--- src/rtl/ssm_pkg.sv ---
package ssm_pkg;

    // Number of merged streams; the source id field is three bits wide.
    localparam int SOURCES  = 8;
    localparam int SID_W    = 3;
    localparam int KEY_W    = 63;
    localparam int CNT_W    = 48;
    localparam int MASK_W   = 8;
    localparam int INT_BITS = 32;

    // Scan index and the width of an unclipped sum of all heads.
    localparam int IDX_W = (SOURCES > 1) ? $clog2(SOURCES) : 1;
    localparam int SUM_W = CNT_W + IDX_W;

    // Command queue between the front and the back.
    localparam int Q_DEPTH = 2;
    localparam int Q_PTR_W = (Q_DEPTH > 1) ? $clog2(Q_DEPTH) : 1;
    localparam int Q_CNT_W = $clog2(Q_DEPTH + 1);

    typedef logic [SID_W-1:0]   sid_t;
    typedef logic [KEY_W-1:0]   key_t;
    typedef logic [CNT_W-1:0]   cnt_t;
    typedef logic [MASK_W-1:0]  mask_t;
    typedef logic [SUM_W-1:0]   sum_t;
    typedef logic [IDX_W-1:0]   idx_t;
    typedef logic [SOURCES-1:0] src_vec_t;

    typedef struct packed {
        logic is_end;
        sid_t sid;
        key_t key;
        cnt_t cnt;
    } q_entry_t;

    typedef enum logic [1:0] {
        BK_IDLE,
        BK_SCAN,
        BK_EMIT
    } bk_state_t;

endpackage

--- src/rtl/ssm_rec_if.sv ---
interface ssm_rec_if;
    import ssm_pkg::*;

    logic valid;
    logic ready;
    sid_t source_id;
    key_t record_key;
    cnt_t record_count;
    logic stream_ended;

    modport source (
        output valid, source_id, record_key, record_count, stream_ended,
        input  ready
    );

    modport sink (
        input  valid, source_id, record_key, record_count, stream_ended,
        output ready
    );

endinterface

--- src/rtl/ssm_res_if.sv ---
interface ssm_res_if;
    import ssm_pkg::*;

    logic  valid;
    logic  ready;
    key_t  merged_key;
    cnt_t  merged_count;
    mask_t refill_mask;
    logic  count_saturated;
    logic  all_done;

    modport source (
        output valid, merged_key, merged_count, refill_mask, count_saturated, all_done,
        input  ready
    );

    modport sink (
        input  valid, merged_key, merged_count, refill_mask, count_saturated, all_done,
        output ready
    );

endinterface

--- src/rtl/sorted_stream_merge_count_sum.sv ---
// Sorted stream merge with count aggregation. Items on rec_in carry either the
// next (key, count) record of one source or that source's end mark; each
// source's records must arrive in ascending key order. The block holds one
// head per source. Once every source that has not ended holds a head, it
// emits on res_out the smallest key, the sum of the counts of all heads with
// that key (clipped at 2^32-1 in integer mode, 2^48-1 in fixed-point mode,
// with count_saturated flagging the clip) and refill_mask naming the heads
// consumed; feed those sources next. An item that leaves some live source
// without a head gives no result. After every source has ended, each item
// gives one result with all_done set and all other fields zero. Items with a
// source id at or above the source count are dropped at the input. The input
// side takes one item a cycle into a two-entry queue while it is not full.
// The back end scans for a result one head a cycle, then emits it once the
// output register is free; a final result skips the scan, and an item that
// gives no result only updates the heads. Results sit in an output register,
// so a stalled res_out does not stop the input queue from filling.
// Write fractional_mode through cfg_we/cfg_data only while the block is idle.
module sorted_stream_merge_count_sum (
    input  logic      clk,
    input  logic      rst_n,
    ssm_rec_if.sink   rec_in,
    ssm_res_if.source res_out,
    input  logic      cfg_we,
    input  logic      cfg_data
);
    import ssm_pkg::*;

    logic     fractional_mode_reg;

    logic     push;
    q_entry_t push_data;
    logic     pop;
    logic     q_valid;
    logic     q_full;
    q_entry_t q_head;

    // Hold the count mode; it applies to every result formed after the write.
    always_ff @(posedge clk or negedge rst_n)
    begin
        if (!rst_n)
        begin
            fractional_mode_reg <= 1'b0;
        end
        else if (cfg_we)
        begin
            fractional_mode_reg <= cfg_data;
        end
    end

    // Classify incoming items and drop those for absent sources.
    ssm_front u_front (
        .rec_in    (rec_in),
        .q_full    (q_full),
        .push      (push),
        .push_data (push_data)
    );

    // Decouple intake from the head scan.
    ssm_queue u_queue (
        .clk       (clk),
        .rst_n     (rst_n),
        .push      (push),
        .push_data (push_data),
        .pop       (pop),
        .q_valid   (q_valid),
        .q_full    (q_full),
        .q_head    (q_head)
    );

    // Update heads, scan for the minimum, sum, clip and emit.
    ssm_back u_back (
        .clk       (clk),
        .rst_n     (rst_n),
        .frac_mode (fractional_mode_reg),
        .q_valid   (q_valid),
        .q_head    (q_head),
        .pop       (pop),
        .res_out   (res_out)
    );

endmodule

--- src/rtl/ssm_front.sv ---
module ssm_front (
    ssm_rec_if.sink           rec_in,
    input  logic              q_full,
    output logic              push,
    output ssm_pkg::q_entry_t push_data
);
    import ssm_pkg::*;

    logic in_range;

    // Drop items for sources beyond the configured count.
    assign in_range = (int'(rec_in.source_id) < SOURCES);

    assign rec_in.ready = !q_full;
    assign push         = rec_in.valid && !q_full && in_range;

    assign push_data.is_end = rec_in.stream_ended;
    assign push_data.sid    = rec_in.source_id;
    assign push_data.key    = rec_in.record_key;
    assign push_data.cnt    = rec_in.record_count;

endmodule

--- src/rtl/ssm_queue.sv ---
module ssm_queue (
    input  logic              clk,
    input  logic              rst_n,
    input  logic              push,
    input  ssm_pkg::q_entry_t push_data,
    input  logic              pop,
    output logic              q_valid,
    output logic              q_full,
    output ssm_pkg::q_entry_t q_head
);
    import ssm_pkg::*;

    q_entry_t             mem_reg [Q_DEPTH];
    logic [Q_PTR_W-1:0]   wr_ptr_reg, wr_ptr_next;
    logic [Q_PTR_W-1:0]   rd_ptr_reg, rd_ptr_next;
    logic [Q_CNT_W-1:0]   count_reg, count_next;

    assign q_valid = (count_reg != '0);
    assign q_full  = (count_reg == Q_CNT_W'(Q_DEPTH));
    assign q_head  = mem_reg[rd_ptr_reg];

    always_comb
    begin
        wr_ptr_next = wr_ptr_reg;
        rd_ptr_next = rd_ptr_reg;
        if (push)
        begin
            wr_ptr_next = (wr_ptr_reg == Q_PTR_W'(Q_DEPTH - 1)) ? '0
                                                                : wr_ptr_reg + Q_PTR_W'(1);
        end
        if (pop)
        begin
            rd_ptr_next = (rd_ptr_reg == Q_PTR_W'(Q_DEPTH - 1)) ? '0
                                                                : rd_ptr_reg + Q_PTR_W'(1);
        end
        unique case ({push, pop})
            2'b10:   count_next = count_reg + Q_CNT_W'(1);
            2'b01:   count_next = count_reg - Q_CNT_W'(1);
            default: count_next = count_reg;
        endcase
    end

    always_ff @(posedge clk)
    begin
        if (push)
        begin
            mem_reg[wr_ptr_reg] <= push_data;
        end
    end

    always_ff @(posedge clk or negedge rst_n)
    begin
        if (!rst_n)
        begin
            wr_ptr_reg <= '0;
            rd_ptr_reg <= '0;
            count_reg  <= '0;
        end
        else
        begin
            wr_ptr_reg <= wr_ptr_next;
            rd_ptr_reg <= rd_ptr_next;
            count_reg  <= count_next;
        end
    end

endmodule

--- src/rtl/ssm_back.sv ---
module ssm_back (
    input  logic              clk,
    input  logic              rst_n,
    input  logic              frac_mode,
    input  logic              q_valid,
    input  ssm_pkg::q_entry_t q_head,
    output logic              pop,
    ssm_res_if.source         res_out
);
    import ssm_pkg::*;

    bk_state_t state_reg, state_next;

    key_t     head_key_reg [SOURCES];
    cnt_t     head_cnt_reg [SOURCES];
    src_vec_t hv_reg;
    src_vec_t fin_reg;

    idx_t     idx_reg;
    logic     have_reg;
    key_t     min_reg;
    sum_t     sum_reg;
    src_vec_t mask_reg;
    logic     final_reg;

    logic     out_valid_reg;
    key_t     out_key_reg;
    cnt_t     out_cnt_reg;
    mask_t    out_mask_reg;
    logic     out_sat_reg;
    logic     out_done_reg;

    src_vec_t sel;
    src_vec_t fin_upd;
    src_vec_t hv_upd;
    logic     all_fin;
    logic     all_heads;
    logic     out_free;
    logic     scan_last;

    key_t     cur_key;
    cnt_t     cur_cnt;
    logic     cur_live;
    src_vec_t cur_bit;
    logic     take_new;
    logic     take_eq;

    sum_t     limit;
    logic     sat;

    // Head state as it stands once the item at the queue head is applied.
    always_comb
    begin
        sel     = src_vec_t'(1) << q_head.sid;
        fin_upd = fin_reg | (q_head.is_end ? sel : '0);
        if (q_head.is_end)
        begin
            hv_upd = hv_reg & ~sel;
        end
        else if ((fin_reg & sel) != '0)
        begin
            hv_upd = hv_reg;
        end
        else
        begin
            hv_upd = hv_reg | sel;
        end
        all_fin   = &fin_upd;
        all_heads = &(hv_upd | fin_upd);
    end

    assign out_free  = !out_valid_reg || res_out.ready;
    assign scan_last = (idx_reg == IDX_W'(SOURCES - 1));

    // One head per scan cycle: track the minimum key and sum its counts.
    always_comb
    begin
        cur_key  = head_key_reg[idx_reg];
        cur_cnt  = head_cnt_reg[idx_reg];
        cur_live = !fin_reg[idx_reg];
        cur_bit  = src_vec_t'(1) << idx_reg;
        take_new = cur_live && (!have_reg || (cur_key < min_reg));
        take_eq  = cur_live && have_reg && (cur_key == min_reg);
    end

    always_comb
    begin
        limit = frac_mode ? sum_t'({CNT_W{1'b1}}) : sum_t'({INT_BITS{1'b1}});
        sat   = (sum_reg > limit);
    end

    always_comb
    begin
        state_next = state_reg;
        unique case (state_reg)
            BK_IDLE:
            begin
                if (q_valid)
                begin
                    if (all_fin)
                    begin
                        state_next = BK_EMIT;
                    end
                    else if (all_heads)
                    begin
                        state_next = BK_SCAN;
                    end
                end
            end
            BK_SCAN:
            begin
                if (scan_last)
                begin
                    state_next = BK_EMIT;
                end
            end
            BK_EMIT:
            begin
                if (out_free)
                begin
                    state_next = BK_IDLE;
                end
            end
            default: state_next = BK_IDLE;
        endcase
    end

    always_comb
    begin
        pop = (state_reg == BK_IDLE) && q_valid;
    end

    // Head storage holds only what records wrote.
    always_ff @(posedge clk)
    begin
        if (pop && !q_head.is_end && !fin_reg[q_head.sid])
        begin
            head_key_reg[q_head.sid] <= q_head.key;
            head_cnt_reg[q_head.sid] <= q_head.cnt;
        end
    end

    always_ff @(posedge clk)
    begin
        if (state_reg == BK_SCAN)
        begin
            if (take_new)
            begin
                min_reg  <= cur_key;
                sum_reg  <= sum_t'(cur_cnt);
                mask_reg <= cur_bit;
            end
            else if (take_eq)
            begin
                sum_reg  <= sum_reg + sum_t'(cur_cnt);
                mask_reg <= mask_reg | cur_bit;
            end
        end
    end

    always_ff @(posedge clk or negedge rst_n)
    begin
        if (!rst_n)
        begin
            state_reg <= BK_IDLE;
            hv_reg    <= '0;
            fin_reg   <= '0;
            idx_reg   <= '0;
            have_reg  <= 1'b0;
            final_reg <= 1'b0;
        end
        else
        begin
            state_reg <= state_next;
            if (pop)
            begin
                hv_reg    <= hv_upd;
                fin_reg   <= fin_upd;
                final_reg <= all_fin;
                idx_reg   <= '0;
                have_reg  <= 1'b0;
            end
            else if (state_reg == BK_SCAN)
            begin
                idx_reg <= idx_reg + IDX_W'(1);
                if (take_new)
                begin
                    have_reg <= 1'b1;
                end
            end
            else if ((state_reg == BK_EMIT) && out_free && !final_reg)
            begin
                // Drop the consumed heads.
                hv_reg <= hv_reg & ~mask_reg;
            end
        end
    end

    always_ff @(posedge clk or negedge rst_n)
    begin
        if (!rst_n)
        begin
            out_valid_reg <= 1'b0;
        end
        else if ((state_reg == BK_EMIT) && out_free)
        begin
            out_valid_reg <= 1'b1;
        end
        else if (res_out.ready)
        begin
            out_valid_reg <= 1'b0;
        end
    end

    always_ff @(posedge clk)
    begin
        if ((state_reg == BK_EMIT) && out_free)
        begin
            if (final_reg)
            begin
                out_key_reg  <= '0;
                out_cnt_reg  <= '0;
                out_mask_reg <= '0;
                out_sat_reg  <= 1'b0;
                out_done_reg <= 1'b1;
            end
            else
            begin
                out_key_reg  <= min_reg;
                out_cnt_reg  <= sat ? limit[CNT_W-1:0] : sum_reg[CNT_W-1:0];
                out_mask_reg <= mask_t'(mask_reg);
                out_sat_reg  <= sat;
                out_done_reg <= 1'b0;
            end
        end
    end

    assign res_out.valid           = out_valid_reg;
    assign res_out.merged_key      = out_key_reg;
    assign res_out.merged_count    = out_cnt_reg;
    assign res_out.refill_mask     = out_mask_reg;
    assign res_out.count_saturated = out_sat_reg;
    assign res_out.all_done        = out_done_reg;

    a_head_not_finished: assert property (@(posedge clk) disable iff (!rst_n)
        (hv_reg & fin_reg) == '0)
        else $error("head held for a finished source");

    a_scan_heads_full: assert property (@(posedge clk) disable iff (!rst_n)
        (state_reg == BK_SCAN) |-> (&(hv_reg | fin_reg)))
        else $error("scan started while a live source lacks a head");

    a_emit_mask: assert property (@(posedge clk) disable iff (!rst_n)
        ((state_reg == BK_EMIT) && !final_reg)
            |-> ((mask_reg != '0) && ((mask_reg & ~hv_reg) == '0)))
        else $error("refill mask empty or names a source without a head");

    a_final_clean: assert property (@(posedge clk) disable iff (!rst_n)
        (res_out.valid && res_out.all_done)
            |-> ((res_out.refill_mask == '0) && (res_out.merged_count == '0)))
        else $error("final result carries a mask or a count");

endmodule

--- src/flat_wrapper.sv ---
// flat-port wrapper written by rule: the top's interface ports become plain ports
module sorted_stream_merge_count_sum_flat import ssm_pkg::*;
  (clk, rst_n, cfg_we, cfg_data, rec_in_valid, rec_in_source_id, rec_in_record_key, rec_in_record_count, rec_in_stream_ended, rec_in_ready, res_out_valid, res_out_merged_key, res_out_merged_count, res_out_refill_mask, res_out_count_saturated, res_out_all_done, res_out_ready);
  ssm_rec_if rec_in_i ();
  ssm_res_if res_out_i ();
  input  logic clk;
  input  logic rst_n;
  input  logic cfg_we;
  input  logic cfg_data;
  input wire logic [$bits(rec_in_i.valid)-1:0] rec_in_valid;
  input wire logic [$bits(rec_in_i.source_id)-1:0] rec_in_source_id;
  input wire logic [$bits(rec_in_i.record_key)-1:0] rec_in_record_key;
  input wire logic [$bits(rec_in_i.record_count)-1:0] rec_in_record_count;
  input wire logic [$bits(rec_in_i.stream_ended)-1:0] rec_in_stream_ended;
  output wire logic [$bits(rec_in_i.ready)-1:0] rec_in_ready;
  output wire logic [$bits(res_out_i.valid)-1:0] res_out_valid;
  output wire logic [$bits(res_out_i.merged_key)-1:0] res_out_merged_key;
  output wire logic [$bits(res_out_i.merged_count)-1:0] res_out_merged_count;
  output wire logic [$bits(res_out_i.refill_mask)-1:0] res_out_refill_mask;
  output wire logic [$bits(res_out_i.count_saturated)-1:0] res_out_count_saturated;
  output wire logic [$bits(res_out_i.all_done)-1:0] res_out_all_done;
  input wire logic [$bits(res_out_i.ready)-1:0] res_out_ready;
  assign rec_in_i.valid = rec_in_valid;
  assign rec_in_i.source_id = rec_in_source_id;
  assign rec_in_i.record_key = rec_in_record_key;
  assign rec_in_i.record_count = rec_in_record_count;
  assign rec_in_i.stream_ended = rec_in_stream_ended;
  assign rec_in_ready = rec_in_i.ready;
  assign res_out_valid = res_out_i.valid;
  assign res_out_merged_key = res_out_i.merged_key;
  assign res_out_merged_count = res_out_i.merged_count;
  assign res_out_refill_mask = res_out_i.refill_mask;
  assign res_out_count_saturated = res_out_i.count_saturated;
  assign res_out_all_done = res_out_i.all_done;
  assign res_out_i.ready = res_out_ready;
  sorted_stream_merge_count_sum u_core (.clk(clk), .rst_n(rst_n), .rec_in(rec_in_i), .res_out(res_out_i), .cfg_we(cfg_we), .cfg_data(cfg_data));
endmodule
--- config.mk ---
export PLATFORM = sky130hd
export DESIGN_NAME = sorted_stream_merge_count_sum_flat
export DESIGN_NICKNAME = d
export VERILOG_FILES = /design/src/rtl/ssm_pkg.sv /design/src/rtl/ssm_rec_if.sv /design/src/rtl/ssm_res_if.sv /design/src/rtl/sorted_stream_merge_count_sum.sv /design/src/rtl/ssm_front.sv /design/src/rtl/ssm_queue.sv /design/src/rtl/ssm_back.sv /design/src/flat_wrapper.sv
export SDC_FILE = /design/constraint.sdc
export NUM_CORES = 2
export LEC_CHECK = 0
export BUFFER_PORTS_ARGS = -buffer_cell sky130_fd_sc_hd__buf_2
export CORE_MARGIN = 5
export CORE_UTILIZATION = 56
export DETAILED_ROUTE_END_ITERATION = 16
export PLACE_DENSITY = 0.76
export SLEW_MARGIN = 30
export SYNTH_ARGS = -nofsm -noshare
export SYNTH_HDL_FRONTEND = slang
export SYNTH_SLANG_ARGS = --single-unit
--- constraint.sdc ---
create_clock -name clk -period 10.96 [get_ports clk]
set_input_delay 1.096 -clock clk [delete_from_list [all_inputs] [get_ports clk]]
set_output_delay 1.096 -clock clk [all_outputs]
set_load 0.05 [all_outputs]
==> flow_metrics.env <==
export IMPL_port_buffers=243
export IMPL_start_kind="register"
export IMPL_synth_top_flop_cell="edfxtp_1"
export IMPL_wirelength_mm=126
export IMPL_hold_violations=0
export IMPL_ys_warn_count=0
export IMPL_cts_clk_slew_worst_paths_ns=0.06
export IMPL_grt_pass1_vias=30800
export IMPL_maxSlewViolCount=0
export IMPL_die_h_um=329
export IMPL_status="finished clean"
export IMPL_p_per_area_nw_per_um2=307
export IMPL_ios=244
export IMPL_hpwlAfterDp_mm=75.0
export IMPL_setup_viol=0
export IMPL_p_int_mw=13.0
export IMPL_worstMarginPinSlew_ns=0.981
export IMPL_drive_above_1_share_pct=23.6
export IMPL_combPwrFrac_pct=35.7
export IMPL_post_place_cells=4828
export IMPL_hold_path_class="primary input to async pin"
export IMPL_areaGrowthSynthToFinish_pct=13.5
export IMPL_peakVddDrop_mv=0.262
export IMPL_cts_buffers=142
export IMPL_rows=117
export IMPL_critPathKind="register to register"
export IMPL_use_met2_pct=39.4
export IMPL_core_sq_um=101000
export IMPL_tns_ns=0
export IMPL_gr_usage_met1_pct=30.8
export IMPL_synth_async_reset_ratio_pct=2.09
export IMPL_grt_overflow=0
export IMPL_gp_congestion=0.904
export IMPL_multi_input_area_sq_um=14400
export IMPL_clock_insertion_delay_worst_skew_ns=0.75
export IMPL_leakage_nw=22.6
export IMPL_cp_required_ns=11.54
export IMPL_clockBufferDepth=3
export IMPL_synth_seq_area_share_pct=73.1
export IMPL_htree_levels=4
export IMPL_drv_cap=0
export IMPL_dieWidth_um=329
export IMPL_initial_utilization_pct=56.2
export IMPL_clock_sinks=1390
export IMPL_wl_per_cell_um=24.7
export IMPL_switching_share_pct=34.3
export IMPL_largest_reg_flops=504
export IMPL_fillCellCount=7054
export IMPL_drt_iter0_markers=2871
export IMPL_cts_resized=0
export IMPL_relSlewSlack_pct=34.6
export IMPL_ant_nets=0
export IMPL_final_net_count=3861
export IMPL_fin_crit_ns=6.44
export IMPL_synth_edff_count=1361
export IMPL_grt_max_degree=90
export IMPL_syn_area_sq_um=56900
export IMPL_num_vias=30400
export IMPL_crit_fanout=89
export IMPL_grt_busiest_layer="met2"
export IMPL_stdcell_count=5088
export IMPL_switchingPower_mw=6.81
export IMPL_synth_fp_nets=3566
export IMPL_drc=0
export IMPL_yosysUniqueCellTypes=75
export IMPL_drt_pass1_iterations=5
export IMPL_fmax_ghz=0.155
export IMPL_cp_arrival_ns=7.02
export IMPL_grt_use_total_pct=23.4
export IMPL_antenna_found_initial=8
export IMPL_post_cts_buffers=0
export IMPL_use_met3_pct=4.94
export IMPL_ys_seq_elements=1390
export IMPL_cp_end_kind="register"
export IMPL_dieArea_sq_um=108000
export IMPL_rsz0062_at_grt="false"
export IMPL_viasPerCell=5.97
export IMPL_ff_latch_area_sq_um=41600
export IMPL_avgSynthCellArea_sq_um=17.2
export IMPL_clockRootBuffer="clkbuf_16"
export IMPL_holdBufCountCts=0
export IMPL_seq_power_share_pct=39.8
export IMPL_p_clk_share_pct=24.5
export IMPL_post_route_period_util_pct=58.8
export IMPL_grt_pass1_wl_mm=189
export IMPL_cts_tree="yes"
export IMPL_syn_inst=3310
export IMPL_fin_skew_ns=0.0274
final timing paths:
check | from | slack, ns | endpoint | depth (start not counted)
min | rst_n | 0.44 | u_core.u_back.hv_reg[1] | 1
max reg2reg | u_core.u_back.idx_reg[1] | 4.52 | u_core.u_back.sum_reg[48] | 17
min in group clk | u_core.u_back.have_reg | 0.50 | u_core.u_back.have_reg | 1
max | u_core.u_back.idx_reg[1] | 4.52 | u_core.u_back.sum_reg[48] | 17
max in group asynchronous | rst_n | 9.90 | u_core.u_back.idx_reg[2] | 1
min reg2reg | u_core.u_back.have_reg | 0.50 | u_core.u_back.have_reg | 1
Yosys cell counts, drive strengths merged (19+ instances only):
| master | n | share of area, % |
|---|---|---|
| a211oi | 19 | 0.25 |
| a21o | 72 | 0.95 |
| a21oi | 149 | 1.3 |
| buf | 54 | 0.44 |
| clkbuf | 88 | 0.58 |
| dfrtp | 29 | 1.3 |
| edfxtp | 1361 | 72 |
| ha | 134 | 2.9 |
| inv | 118 | 0.78 |
| mux2 | 118 | 2.3 |
| mux2i | 23 | 0.43 |
| mux4 | 224 | 8.9 |
| nand2 | 403 | 2.7 |
| nand3 | 23 | 0.20 |
| nand4 | 30 | 0.33 |
| nor2 | 182 | 1.2 |
| nor2b | 19 | 0.21 |
| nor3 | 24 | 0.21 |
| o21ai | 52 | 0.46 |
| xnor2 | 23 | 0.35 |
| xor2 | 26 | 0.40 |
placed cells by master (no fill, tap or decap), drive strengths merged, types with 72 or more instances in the layout:
| master | instances |
|---|---|
| ha | 134 |
| inv | 128 |
| a21oi | 149 |
| nor2 | 182 |
| buf | 293 |
| mux4 | 224 |
| mux2 | 118 |
| nand2 | 403 |
| edfxtp | 1361 |
| clkbuf | 165 |
| a21o | 72 |
cells by family (layout without fill, tap and decap cells):
kind of cell	Yosys count	after routing	share of synthesized area, %
AOI/OAI and AO/OA	391	391	4.41
other	0	3	0
xor gates and xnor gates	49	49	0.754
DFF	1390	1390	73.1
adders and majority gates	135	135	2.98
buffers and inverters	260	667	1.80
and+or+nand+nor	720	720	5.29
muxes	365	365	11.6
stage by stage:
stage	hold slack, ns	power, mW	cell area (sq um)	utilization [%]	worst slack, ns
5_1_grt	0.484	20.9	64600	63.7	4.14
2_1_floorplan	0.450	13.1	56900	-	0.793
4_1_cts	0.422	19.9	64500	63.7	4.35
6_report	0.444	19.8	64600	63.7	4.52
3_5_place_dp	0.486	15.0	59800	59.0	4.40
3_3_place_gp	0.472	14.8	59700	59.0	4.49
critical path, cell delays in order, from the launching register on:
cell	delay (ns)
dfrtp_4	0.97
buf_12	0.51
mux4_2	0.41
nand2_1	0.08
nand2_1	0.08
ha_1	0.31
nand4_1	0.11
nor3_1	0.66
a221oi_1	0.22
a21oi_1	0.35
o311a_1	0.28
o41ai_1	0.14
a21oi_4	0.47
buf_4	0.41
buf_4	0.62
nor4b_1	0.32
a31oi_1	0.08
o211ai_1	0.11
power groups by stage:
stage               Clock [mW]  Combinational (mW)  Sequential, mW
finish                    4.87                7.08            7.90
global route              5.19                7.76            7.96
CTS                       4.94                7.08            7.90
detailed placement           0                7.00            8.00
global placement             0                6.86            7.97
floorplan                    0                5.21            7.94
routing by layer:
layer	part of all wire, %	up-vias
li1	-	13400
met5	0.026	-
met2	50	1234
met3	7.7	221
met4	3.2	4
met1	39	15500
area by class of cell:
| class | count | area share [%] |
|---|---|---|
| flip-flops and latches | 1390 | 64.5 |
| repair buffers | 293 | 2.62 |
| multi-input cells | 1660 | 22.3 |
| inverters | 118 | 0.690 |
| diodes | 3 | 0.0116 |
| clock inverters | 91 | 1.47 |
| well taps | 1368 | 2.65 |
| clock buffers | 165 | 5.84 |
No activity file was read; power rests on OpenSTA's default activity.
